`src/sv/muv_pkg.sv`:
```
// ----------------------------------------------------------------------------
// muv_pkg
// Shared types, byte-class constants and the per-byte scan function of the
// Modified UTF-8 validator.
// ----------------------------------------------------------------------------
package muv_pkg;

  localparam int ByteW = 8;

  localparam logic [1:0] ContTag   = 2'b10;   // 10xxxxxx
  localparam logic [2:0] Lead2Tag  = 3'b110;  // 110xxxxx
  localparam logic [3:0] Lead3Tag  = 4'b1110; // 1110xxxx
  localparam logic [3:0] SurrNib   = 4'hD;    // ED lead -> D000-DFFF block

  typedef struct packed {
    logic       error_seen;
    logic [1:0] bytes_owed;
    logic       surrogate_lead;
    logic       surrogate_hit;
  } scan_state_t;

  localparam scan_state_t ScanIdle = '{1'b0, 2'd0, 1'b0, 1'b0};
  localparam scan_state_t ScanErr  = '{1'b1, 2'd0, 1'b0, 1'b0};

  // Input beat held in the front register.
  typedef struct packed {
    logic [ByteW-1:0] data_byte;
    logic             last;
  } in_beat_t;

  // Advance the scan by one byte; does not apply the end-of-string clear.
  function automatic scan_state_t scan_next(scan_state_t s, logic [ByteW-1:0] b);
    scan_state_t n;
    n = s;
    if (!s.error_seen) begin
      if (s.bytes_owed != 2'd0) begin
        if (b[7:6] != ContTag) begin
          n = ScanErr;
        end else if (s.bytes_owed == 2'd2) begin
          // first continuation: bit 5 set puts ED xx in D800-DFFF
          n.surrogate_hit = s.surrogate_lead & b[5];
          n.bytes_owed    = 2'd1;
        end else begin
          n = s.surrogate_hit ? ScanErr : ScanIdle;
        end
      end else if (b == '0) begin
        n = ScanErr;
      end else if (!b[7]) begin
        n = s;
      end else if (b[7:5] == Lead2Tag) begin
        n.bytes_owed     = 2'd1;
        n.surrogate_lead = 1'b0;
        n.surrogate_hit  = 1'b0;
      end else if (b[7:4] == Lead3Tag) begin
        n.bytes_owed     = 2'd2;
        n.surrogate_lead = (b[3:0] == SurrNib);
        n.surrogate_hit  = 1'b0;
      end else begin
        n = ScanErr;
      end
    end
    return n;
  endfunction

endpackage

```
`src/sv/muv_in_reg.sv`:
```
// ----------------------------------------------------------------------------
// muv_in_reg
// Front register: captures one byte beat per cycle while it is empty or the
// checker stage takes its beat, and hands it on when that stage can take it.
// ----------------------------------------------------------------------------
module muv_in_reg import muv_pkg::*; (
  input  logic     clk,
  input  logic     rst,
  input  logic     in_valid,
  output logic     in_ready,
  input  in_beat_t in_beat,
  output logic     hold_valid,
  input  logic     hold_take,
  output in_beat_t hold_beat
);

  logic     vld;
  in_beat_t beat;

  assign in_ready   = !vld || hold_take;
  assign hold_valid = vld;
  assign hold_beat  = beat;

  always_ff @(posedge clk) begin
    if (rst) begin
      vld <= 1'b0;
    end else if (in_ready) begin
      vld <= in_valid;
    end
    if (in_ready && in_valid) begin
      beat <= in_beat;
    end
  end

endmodule

```
`src/sv/muv_check.sv`:
```
// ----------------------------------------------------------------------------
// muv_check
// Scan state and result register: updates the scan state from the held byte
// and registers the verdict for the string as if it ended at that byte.
// ----------------------------------------------------------------------------
module muv_check import muv_pkg::*; (
  input  logic     clk,
  input  logic     rst,
  input  logic     hold_valid,
  output logic     hold_take,
  input  in_beat_t hold_beat,
  output logic     res_valid,
  input  logic     res_ready,
  output logic     valid_res,
  output logic     done_res
);

  scan_state_t state;
  scan_state_t scan;
  scan_state_t state_next;
  logic        rvld;
  logic        verdict_next;

  assign hold_take = !rvld || res_ready;

  always_comb begin
    scan         = scan_next(state, hold_beat.data_byte);
    verdict_next = !scan.error_seen && (scan.bytes_owed == 2'd0);
    state_next   = hold_beat.last ? ScanIdle : scan;
  end

  always_ff @(posedge clk) begin
    if (rst) begin
      state <= ScanIdle;
      rvld  <= 1'b0;
    end else begin
      if (hold_take) begin
        rvld <= hold_valid;
      end
      if (hold_take && hold_valid) begin
        state <= state_next;
      end
    end
    if (hold_take && hold_valid) begin
      valid_res <= verdict_next;
      done_res  <= hold_beat.last;
    end
  end

  assign res_valid = rvld;

endmodule

```
`src/sv/modified_utf8_validator.sv`:
```
// ----------------------------------------------------------------------------
// modified_utf8_validator
// Byte-stream Modified UTF-8 checker with a per-byte verdict.
// ----------------------------------------------------------------------------
// One byte is taken per cycle until a stall; each byte gives one output beat,
// registered in the front register, then the result register, and the output
// beat says whether the string would be valid if it ended at that byte.
// Zero bytes, stray continuation bytes, leads 0xF0 and up, short sequences
// and three-byte encodings of D800-DFFF fail; overlong forms pass. Errors
// stick until the beat with tlast, after which a new string starts. A
// back-pressured output stalls the input only once both registers are full.
module modified_utf8_validator import muv_pkg::*; (
  input  logic       clk,
  input  logic       rst,
  input  logic       s_tvalid,
  output logic       s_tready,
  input  logic [7:0] s_tdata,   // [7:0] data_byte
  input  logic       s_tlast,   // last
  output logic       m_tvalid,
  input  logic       m_tready,
  output logic [7:0] m_tdata,   // [0] valid_res, [7:1] zero
  output logic       m_tlast    // done_res
);

  in_beat_t in_beat;
  in_beat_t hold_beat;
  logic     hold_valid;
  logic     hold_take;
  logic     valid_res;

  assign in_beat.data_byte = s_tdata;
  assign in_beat.last      = s_tlast;

  muv_in_reg u_in (
    .clk        (clk),
    .rst        (rst),
    .in_valid   (s_tvalid),
    .in_ready   (s_tready),
    .in_beat    (in_beat),
    .hold_valid (hold_valid),
    .hold_take  (hold_take),
    .hold_beat  (hold_beat)
  );

  muv_check u_check (
    .clk        (clk),
    .rst        (rst),
    .hold_valid (hold_valid),
    .hold_take  (hold_take),
    .hold_beat  (hold_beat),
    .res_valid  (m_tvalid),
    .res_ready  (m_tready),
    .valid_res  (valid_res),
    .done_res   (m_tlast)
  );

  assign m_tdata = {7'd0, valid_res};

endmodule

```
`config.mk`:
```
export PLATFORM = sky130hd
export DESIGN_NAME = modified_utf8_validator
export DESIGN_NICKNAME = d
export VERILOG_FILES = /design/src/sv/muv_pkg.sv /design/src/sv/muv_in_reg.sv /design/src/sv/muv_check.sv /design/src/sv/modified_utf8_validator.sv
export SDC_FILE = /design/constraint.sdc
export NUM_CORES = 1
export LEC_CHECK = 0
export BUFFER_PORTS_ARGS = -buffer_cell sky130_fd_sc_hd__buf_2
export CAP_MARGIN = 0
export CORE_MARGIN = 2
export CORE_UTILIZATION = 45
export CTS_CLUSTER_DIAMETER = 120
export CTS_CLUSTER_SIZE = 12
export DETAILED_ROUTE_END_ITERATION = 7
export GPL_TIMING_DRIVEN = 1
export PLACE_DENSITY_LB_ADDON = 0.1
export SLEW_MARGIN = 25
export SYNTH_ARGS = -nofsm -noshare
export SYNTH_HDL_FRONTEND = slang
export SYNTH_SLANG_ARGS = --single-unit
```
`constraint.sdc`:
```
create_clock -name clk -period 2.3 [get_ports clk]
set_input_delay 0 -clock clk [delete_from_list [all_inputs] [get_ports clk]]
set_output_delay 0 -clock clk [all_outputs]
set_load 0.02 [all_outputs]
```
==> results of run 1 <==
-- stage by stage --
step | hold WS (ps) | util, %
final | 6.91 | 57.2
after global routing | 26.4 | 57.2
after CTS | 0.214 | 57.2
after detailed placement | 178 | 50.1
after global placement | 176 | 50.1
after floorplan | 98.9 | -
-- flip-flops by register name, indices dropped and copies added, names as in the netlist --
| signal | count |
|---|---|
| u_in.hold_beat | 9 |
| u_check.state | 5 |
| u_check.done_res | 1 |
| u_check.res_valid | 1 |
| u_check.valid_res | 1 |
| u_in.hold_valid | 1 |
-- kinds of logic after synthesis --
kind of cell,count (synthesis)
AO/OA/AOI/OAI,13
multiplexers,2
buffers and inverters,12
other,1
flip-flops,18
AND/OR/NAND/NOR,39
-- worst max-delay path, stage by stage (launching register included) --
cell and delay, ps:
edfxtp_1 490, nor4_1 470, a21oi_1 160, nor4b_1 350, mux2i_1 230
-- timing repair --
action,4_1_cts,5_1_grt
endpoints found under the setup margin,0,0
hold endpoints to repair,11,0
hold buffers,11,0
-- layer usage --
layer  wire [um]  track usage [%]  vias up  share of wire, %
met3          81             3.07        4               4.8
met5           0                0        -                 0
met2         866             29.9       29                51
met4          31             7.14        0               1.8
li1            -                -      355                 -
met1         726             19.2      321                43
-- synthesized netlist by cell type --
cell,instances,share of area [%]
edfxtp_1,11,36
buf_4,8,6.6
dfxtp_1,7,15
nand2_1,5,2.1
nor3b_1,5,4.1
a21oi_1,4,2.2
nand2b_1,4,2.8
nor2_1,4,1.7
clkbuf_1,3,1.2
nor2b_1,3,2.1
nor4_1,3,2.1
nor4b_1,3,2.9
or4_1,3,2.5
and2_1,2,1.4
mux2i_1,2,2.2
nand4b_1,2,1.9
nor3_1,2,1.1
o21ai_0,2,1.1
o31ai_1,2,1.7
a2111o_1,1,1.2
a21boi_0,1,0.83
a32o_1,1,1.1
a41o_1,1,1.1
and2b_1,1,0.83
and3b_1,1,0.96
conb_1,1,0.41
inv_1,1,0.41
o311a_1,1,1.1
or3_1,1,0.69
-- layout make-up --
type	instances	area, um2	share of cell area [%]
Multi-Input combinational cell	61	385	34.7
Sequential cell	18	470	42.4
Timing Repair Buffer	27	190	17.1
Tap cell	27	33.8	3.04
Clock buffer	3	22.5	2.03
Clock inverter	1	3.75	0.338
Inverter	1	3.75	0.338
-- report_power, final --
part / leakage [uW] / internal [uW] / switching [uW]
clock network: 0.0000154 / 63.1 / 95.1
registers: 0.000164 / 358 / 12.9
logic: 0.000246 / 37.9 / 41.0
total: 0.000425 / 459 / 149
-- path summary, 6_finish.rpt --
path	startpoint	cells after the start	end
max	u_in.hold_beat[7]	4	u_check.state[1]
min reg2reg	u_check.state[1]	2	u_check.state[1]
min	rst	2	u_check.state[2]
max reg2reg	u_in.hold_beat[7]	4	u_check.state[1]
==> results.md, run 1 <==
* Sequential share of the synthesized area at 51.8%
* Post-Syn Area at 908 um2
* DP Worst Slack at between 500 and 600 ps
* Syn. warnings at 0
* Setup Fix Bufs, Post-CTS at 0
* Worst-path clk slew at about 100 ps
* Latest clock arrival within the worst-skew pair at 290 ps
* Area share of fa/ha/maj cells after synthesis at 0%
* Tightest Hold Check Type: input pin to flip-flop
* Peak supply drop at 0.401 mV
* Post-synthesis compound-gate area fraction at 10.3%
* Routability Congestion at 0.827
* Fin. max-slew vios at 0
* Vias in the first global route at 700
* Max Freq at 568 MHz
* Setup TNS at 0 ps
* Post-cts resize count at 0
* WP data arrival at 1990 ps
* Worst reg-to-reg setup slack at between 500 and 600 ps
* Layout Skew at 2.50 ps
* Critical path fanouts, max at 8
* Routed vias at slightly above 700
* Setup Viol. Count Final at 0
* Ant. Diodes at 0
* Max-cap viol count at 0
* Die Y at around 49 um
* Port Buffers at 16
* Pwr Density at 548 nW/um2
* Die area at 2390 um2
* Largest net degree at the start of global routing at 12
* Status: completed
* Nets at 125
* Unrepaired setup endpoints after global routing: false
* Num CTS Buffers at 3
* Syn avg cell area at 10.7 um2
* CTS Root Cell: clkbuf_4
* Core area at 1940 um2
* First-pass GRT wire length at 3060 um
* Drt drc at 0
* Final Power at 609 uW
* Fill cells at 172
* DP Cell Count at 123
* Via density at slightly above 5
* WL/cell at roughly 12 um
* Cells after Synth at between 80 and 90
* Synth cell types at 29
* Drt first pass iters at 4
* Routed Antenna Nets at 0
* WP data required at 2530 ps
* Initial core utilization at a little under half
* Placed Area at 973 um2
* Lkg Pwr at 0.000425 uW
* WL final at 1710 um
* CP Launch Type: flip-flop
* Initial antenna violation count at 0
* Final instance area at roughly 1100 um2
* Setup WS post-layout at 539 ps
* Largest family of logic cells by synthesized area: simple AND/OR/NAND/NOR gates
* Total GRT Usage at around 17%
* Period utilisation layout at 76.6%
* Nature of the critical path endpoint: flip-flop
* Ports at 24
* Commonest cells after routing, fill and taps aside: buf_2, dlygate4sd3_1, edfxtp_1
* DR iter-0 viols at 19
* Final min period at ~1800 ps
* Non-Filler Instances at between 100 and 150
* H-tree depth at 1
* Syn-to-layout area delta at 22.2%
* Max Buffers Root-to-Sink at 2
* Number of core rows at 16
* Synthesized flop and latch total at 18
* Fraction of synthesized cell area in xor and xnor cells at 0%
* Simple-Gate Fraction of Synth Area at a little over a quarter
* Most common cell after layout, fill and taps aside: buf_2
* Final hold vios at 0
* CP Class: flip-flop to flip-flop
* Share of layout cells above drive strength 1 at 17.1%
* CTS tree: done
* Clock sink total at 18
* Gr ovfl total at 0
* Multiplexer area fraction after synthesis at 2.20%
* DIE WIDTH at 48.9 um
* Half-perimeter wire length after placement at 1130 um
Power figures use the tool's default switching activity.
==> run 2, diff against run 1 <==
--- a/config.mk
+++ b/config.mk
@@ -5,6 +5,7 @@
 export SDC_FILE = /design/constraint.sdc
 export NUM_CORES = 1
 export LEC_CHECK = 0
+export ABC_AREA = 1
 export BUFFER_PORTS_ARGS = -buffer_cell sky130_fd_sc_hd__buf_2
 export CAP_MARGIN = 0
 export CORE_MARGIN = 2
==> constraint.sdc (replaced) <==
create_clock -name clk -period 1.6 [get_ports clk]
set_input_delay 0 -clock clk [delete_from_list [all_inputs] [get_ports clk]]
set_output_delay 0 -clock clk [all_outputs]
set_load 0.02 [all_outputs]
==> run 2 against run 1 <==
Effect of this change:
- power grew 47%
- largest cell class unchanged
- sequential power up 44%
- design area up 3.5%
- register-to-register slack got worse by 280 ps
- synthesized cell count rose by 36%
- setup slack got worse by 290 ps
- highest routed layer unchanged
- via count is 8.6% higher
==> results.md, run 2 <==
* Status: completed
* Synth area leaders: edfxtp_1, dfxtp_1, nand2_1
* Final instance area at 1150 um2 (+3.5%)
* Worst Setup SP: m_tready
* Latest clock arrival within the worst-skew pair at 290 ps (about the same)
* WP data arrival at 1540 ps (-450 ps)
* Commonest cells after routing, fill and taps aside: nand2_1, inv_1, buf_2
* CP max stage cell: dlygate4sd3_1
* R2r startpoint: u_in.hold_beat[8]
* Placed Area at 1000 um2 (+3.0%)
* Unrepaired setup endpoints after global routing: false
* CP Class: input pin to flip-flop
* Layout Skew at 2.07 ps (-0.430 ps)
* Routed Antenna Nets at 0 (unchanged)
* Post-layout util at 59.1% (+2.0 points)
* Synthesized flop and latch total at 18 (unchanged)
* Fill cells at 171 (-0.58%)
* Yosys top cell area share at 35.7% (-0.69 points)
* Initial core utilization at 47.7% (+0.90 points)
* Drt drc at 0 (unchanged)
* DR iter-0 viols at 15 (-4)
* Vias in the first global route at 738 (+5.4%)
* Async SR Flop Fraction at 0% (unchanged)
* Post-synth EDFFs at 11 (unchanged)
* WL/cell at 9.49 um (-23%)
* First-pass GRT wire length at 2900 um (-5.2%)
* Main flop type after synthesis: edfxtp_1
* CTS tree: done
* WP buf/inv at 4 (+4)
* Port Buffers at 16 (unchanged)
* Largest net degree at the start of global routing at 11 (-1)
* Routability Congestion at 0.874 (+5.7%)
* WP data required at 1790 ps (-740 ps)
* Max Buffers Root-to-Sink at 2 (unchanged)
* Top-count cell post-synth: nand2_1
* Top delay family on crit path: buffers and inverters
* Worst path depth at 7 (+3)
* Post-Syn Area at 926 um2 (+1.9%)
* H-tree depth at 1 (unchanged)
* Half-perimeter wire length after placement at 1150 um (+1.9%)
* R2r worst-path depth at 9 (+5)
* Crit path top cell by count: dlygate4sd3_1
* Syn-to-layout area delta at 24.1%
* Synth top cells by count: nand2_1, inv_1, nor2_1, edfxtp_1, buf_4
* CP cell instances: dlygate4sd3_1, buf_2, inv_1, nand3_1, nand2_1, a21oi_1, dlygate4sd3_1
* Final hold vios at 0 (unchanged)
* Nets at 160 (+28%)
* Min-Delay Path Depth at 3 (+1)
* Nature of the critical path endpoint: flip-flop
* Worst-path clk slew at 100 ps (about the same)
* Critical path fanouts, max at 3 (-5)
* Total GRT Usage at 15.8% (-0.83 points)
* Number of core rows at 16 (unchanged)
* Max reg flops at 9 (unchanged)
* Setup Viol. Count Final at 0 (unchanged)
* Routed vias at 770 (+8.6%)
* Clock sink total at 18 (unchanged)
* CP Launch Type: input pin
* Ant. Diodes at 0 (unchanged)
* Period utilisation layout at 84.2%
* Max-cap viol count at 0 (unchanged)
* Syn avg cell area at 7.98 um2 (-25%)
* Setup TNS at 0 ps (unchanged)
* Setup WS post-layout at 253 ps (-286 ps)
* Max Freq at 742 MHz
* Die Y at 49.4 um (+0.88%)
* Synth cell types at 18 (-38%)
* Crit-path max cell delay at 560 ps (+70 ps)
* DIE WIDTH at 49.4 um (+0.88%)
* CTS Root Cell: clkbuf_4
* Syn. warnings at 0 (unchanged)
* Critical Path Sink: u_in.hold_valid
* Most common cell after layout, fill and taps aside: nand2_1
* Drt first pass iters at 4 (unchanged)
* Pwr Density at 778 nW/um2 (+42%)
* Core area at 1940 um2 (unchanged)
* Lkg Pwr at 0.000551 uW (+30%)
* Final min period at about 1300 ps
* Share of layout cells above drive strength 1 at 18.5% (+1.4 points)
* Ports at 24 (unchanged)
* Worst reg-to-reg setup slack at 260 ps (-280 ps)
* WL final at 1640 um (-3.7%)
* Die area at 2440 um2 (+1.8%)
* Gr ovfl total at 0 (unchanged)
* Peak supply drop at 0.464 mV (+16%)
* Tightest Hold Check Type: input pin to flip-flop
* Final Power at 894 uW (+47%)
* Worst r2r dst: u_check.valid_res
* DP Worst Slack at 310 ps (-272 ps)
* Sequential share of the synthesized area at 50.8% (-0.98 points)
* Fin. max-slew vios at 0 (unchanged)
* Via density at 4.45 (-13%)
* Num CTS Buffers at 3 (unchanged)
* Area leader, netlist: edfxtp_1
* Initial antenna violation count at 0 (unchanged)
* Cells after Synth at 116 (+36%)
-- run 2: cell type report --
cell class                      count  area, um2  area share (%)
Clock buffer                        3       22.5            1.96
Tap cell                           27       33.8            2.94
Timing Repair Buffer               28        200            17.4
Sequential cell                    18        470            41.0
Clock inverter                      1       3.75           0.327
Inverter                           21       78.8            6.86
Multi-Input combinational cell     75        339            29.5
-- run 2: worst min path at each step --
| stage | startpoint | to | slack (ps) |
|---|---|---|---|
| after floorplan | rst | u_check.res_valid | 70 |
| after global placement | s_tdata[5] | u_in.hold_beat[6] | 180 |
| after detailed placement | s_tdata[1] | u_in.hold_beat[2] | 180 |
| after CTS | s_tvalid | u_in.hold_beat[7] | 240 |
| after global routing | s_tvalid | u_in.hold_beat[7] | 270 |
| final | s_tvalid | u_in.hold_beat[7] | 230 |
-- run 2: kinds of logic after synthesis --
group | share of synthesized area [%]
buffers and inverters | 15.0
AND/OR/NAND/NOR | 28.5
AO/OA/AOI/OAI | 5.27
flip-flops | 50.8
other | 0.405
-- run 2: where the power goes --
part	internal [uW]	switching [uW]	leakage (uW)
sequential	519	14.0	0.000164
clock	90.9	140	0.0000154
combinational	55.1	75.4	0.000371
total	665	229	0.000551
-- run 2: repair_timing --
action / 4_1_cts / 5_1_grt
gates resized for setup: 0 / 0
endpoints found under the hold margin: 13 / 0
setup buffers: 0 / 0
hold buffers: 12 / 0
-- run 2: per-stage QoR --
stage          std cells  hold slack [ps]
5_1_grt              173              272
2_1_floorplan        122             69.1
3_5_place_dp         157              178
4_1_cts              173              237
6_report             173              234
3_3_place_gp         157              177
-- run 2: tightest hold or removal path: cells and delay by family --
| family | cells | cell delay, ps |
|---|---|---|
| AND/OR/NAND/NOR | 1 | 70 |
| buffers and inverters | 2 | 250 |
-- run 2: layer usage --
layer  vias up  part of all wire, %  track usage, %
met3         7                  4.8            3.68
met4         0                  3.2            9.05
met2        28                   49            27.3
li1        409                    -               -
met1       326                   43            17.7
met5         -                    0               0
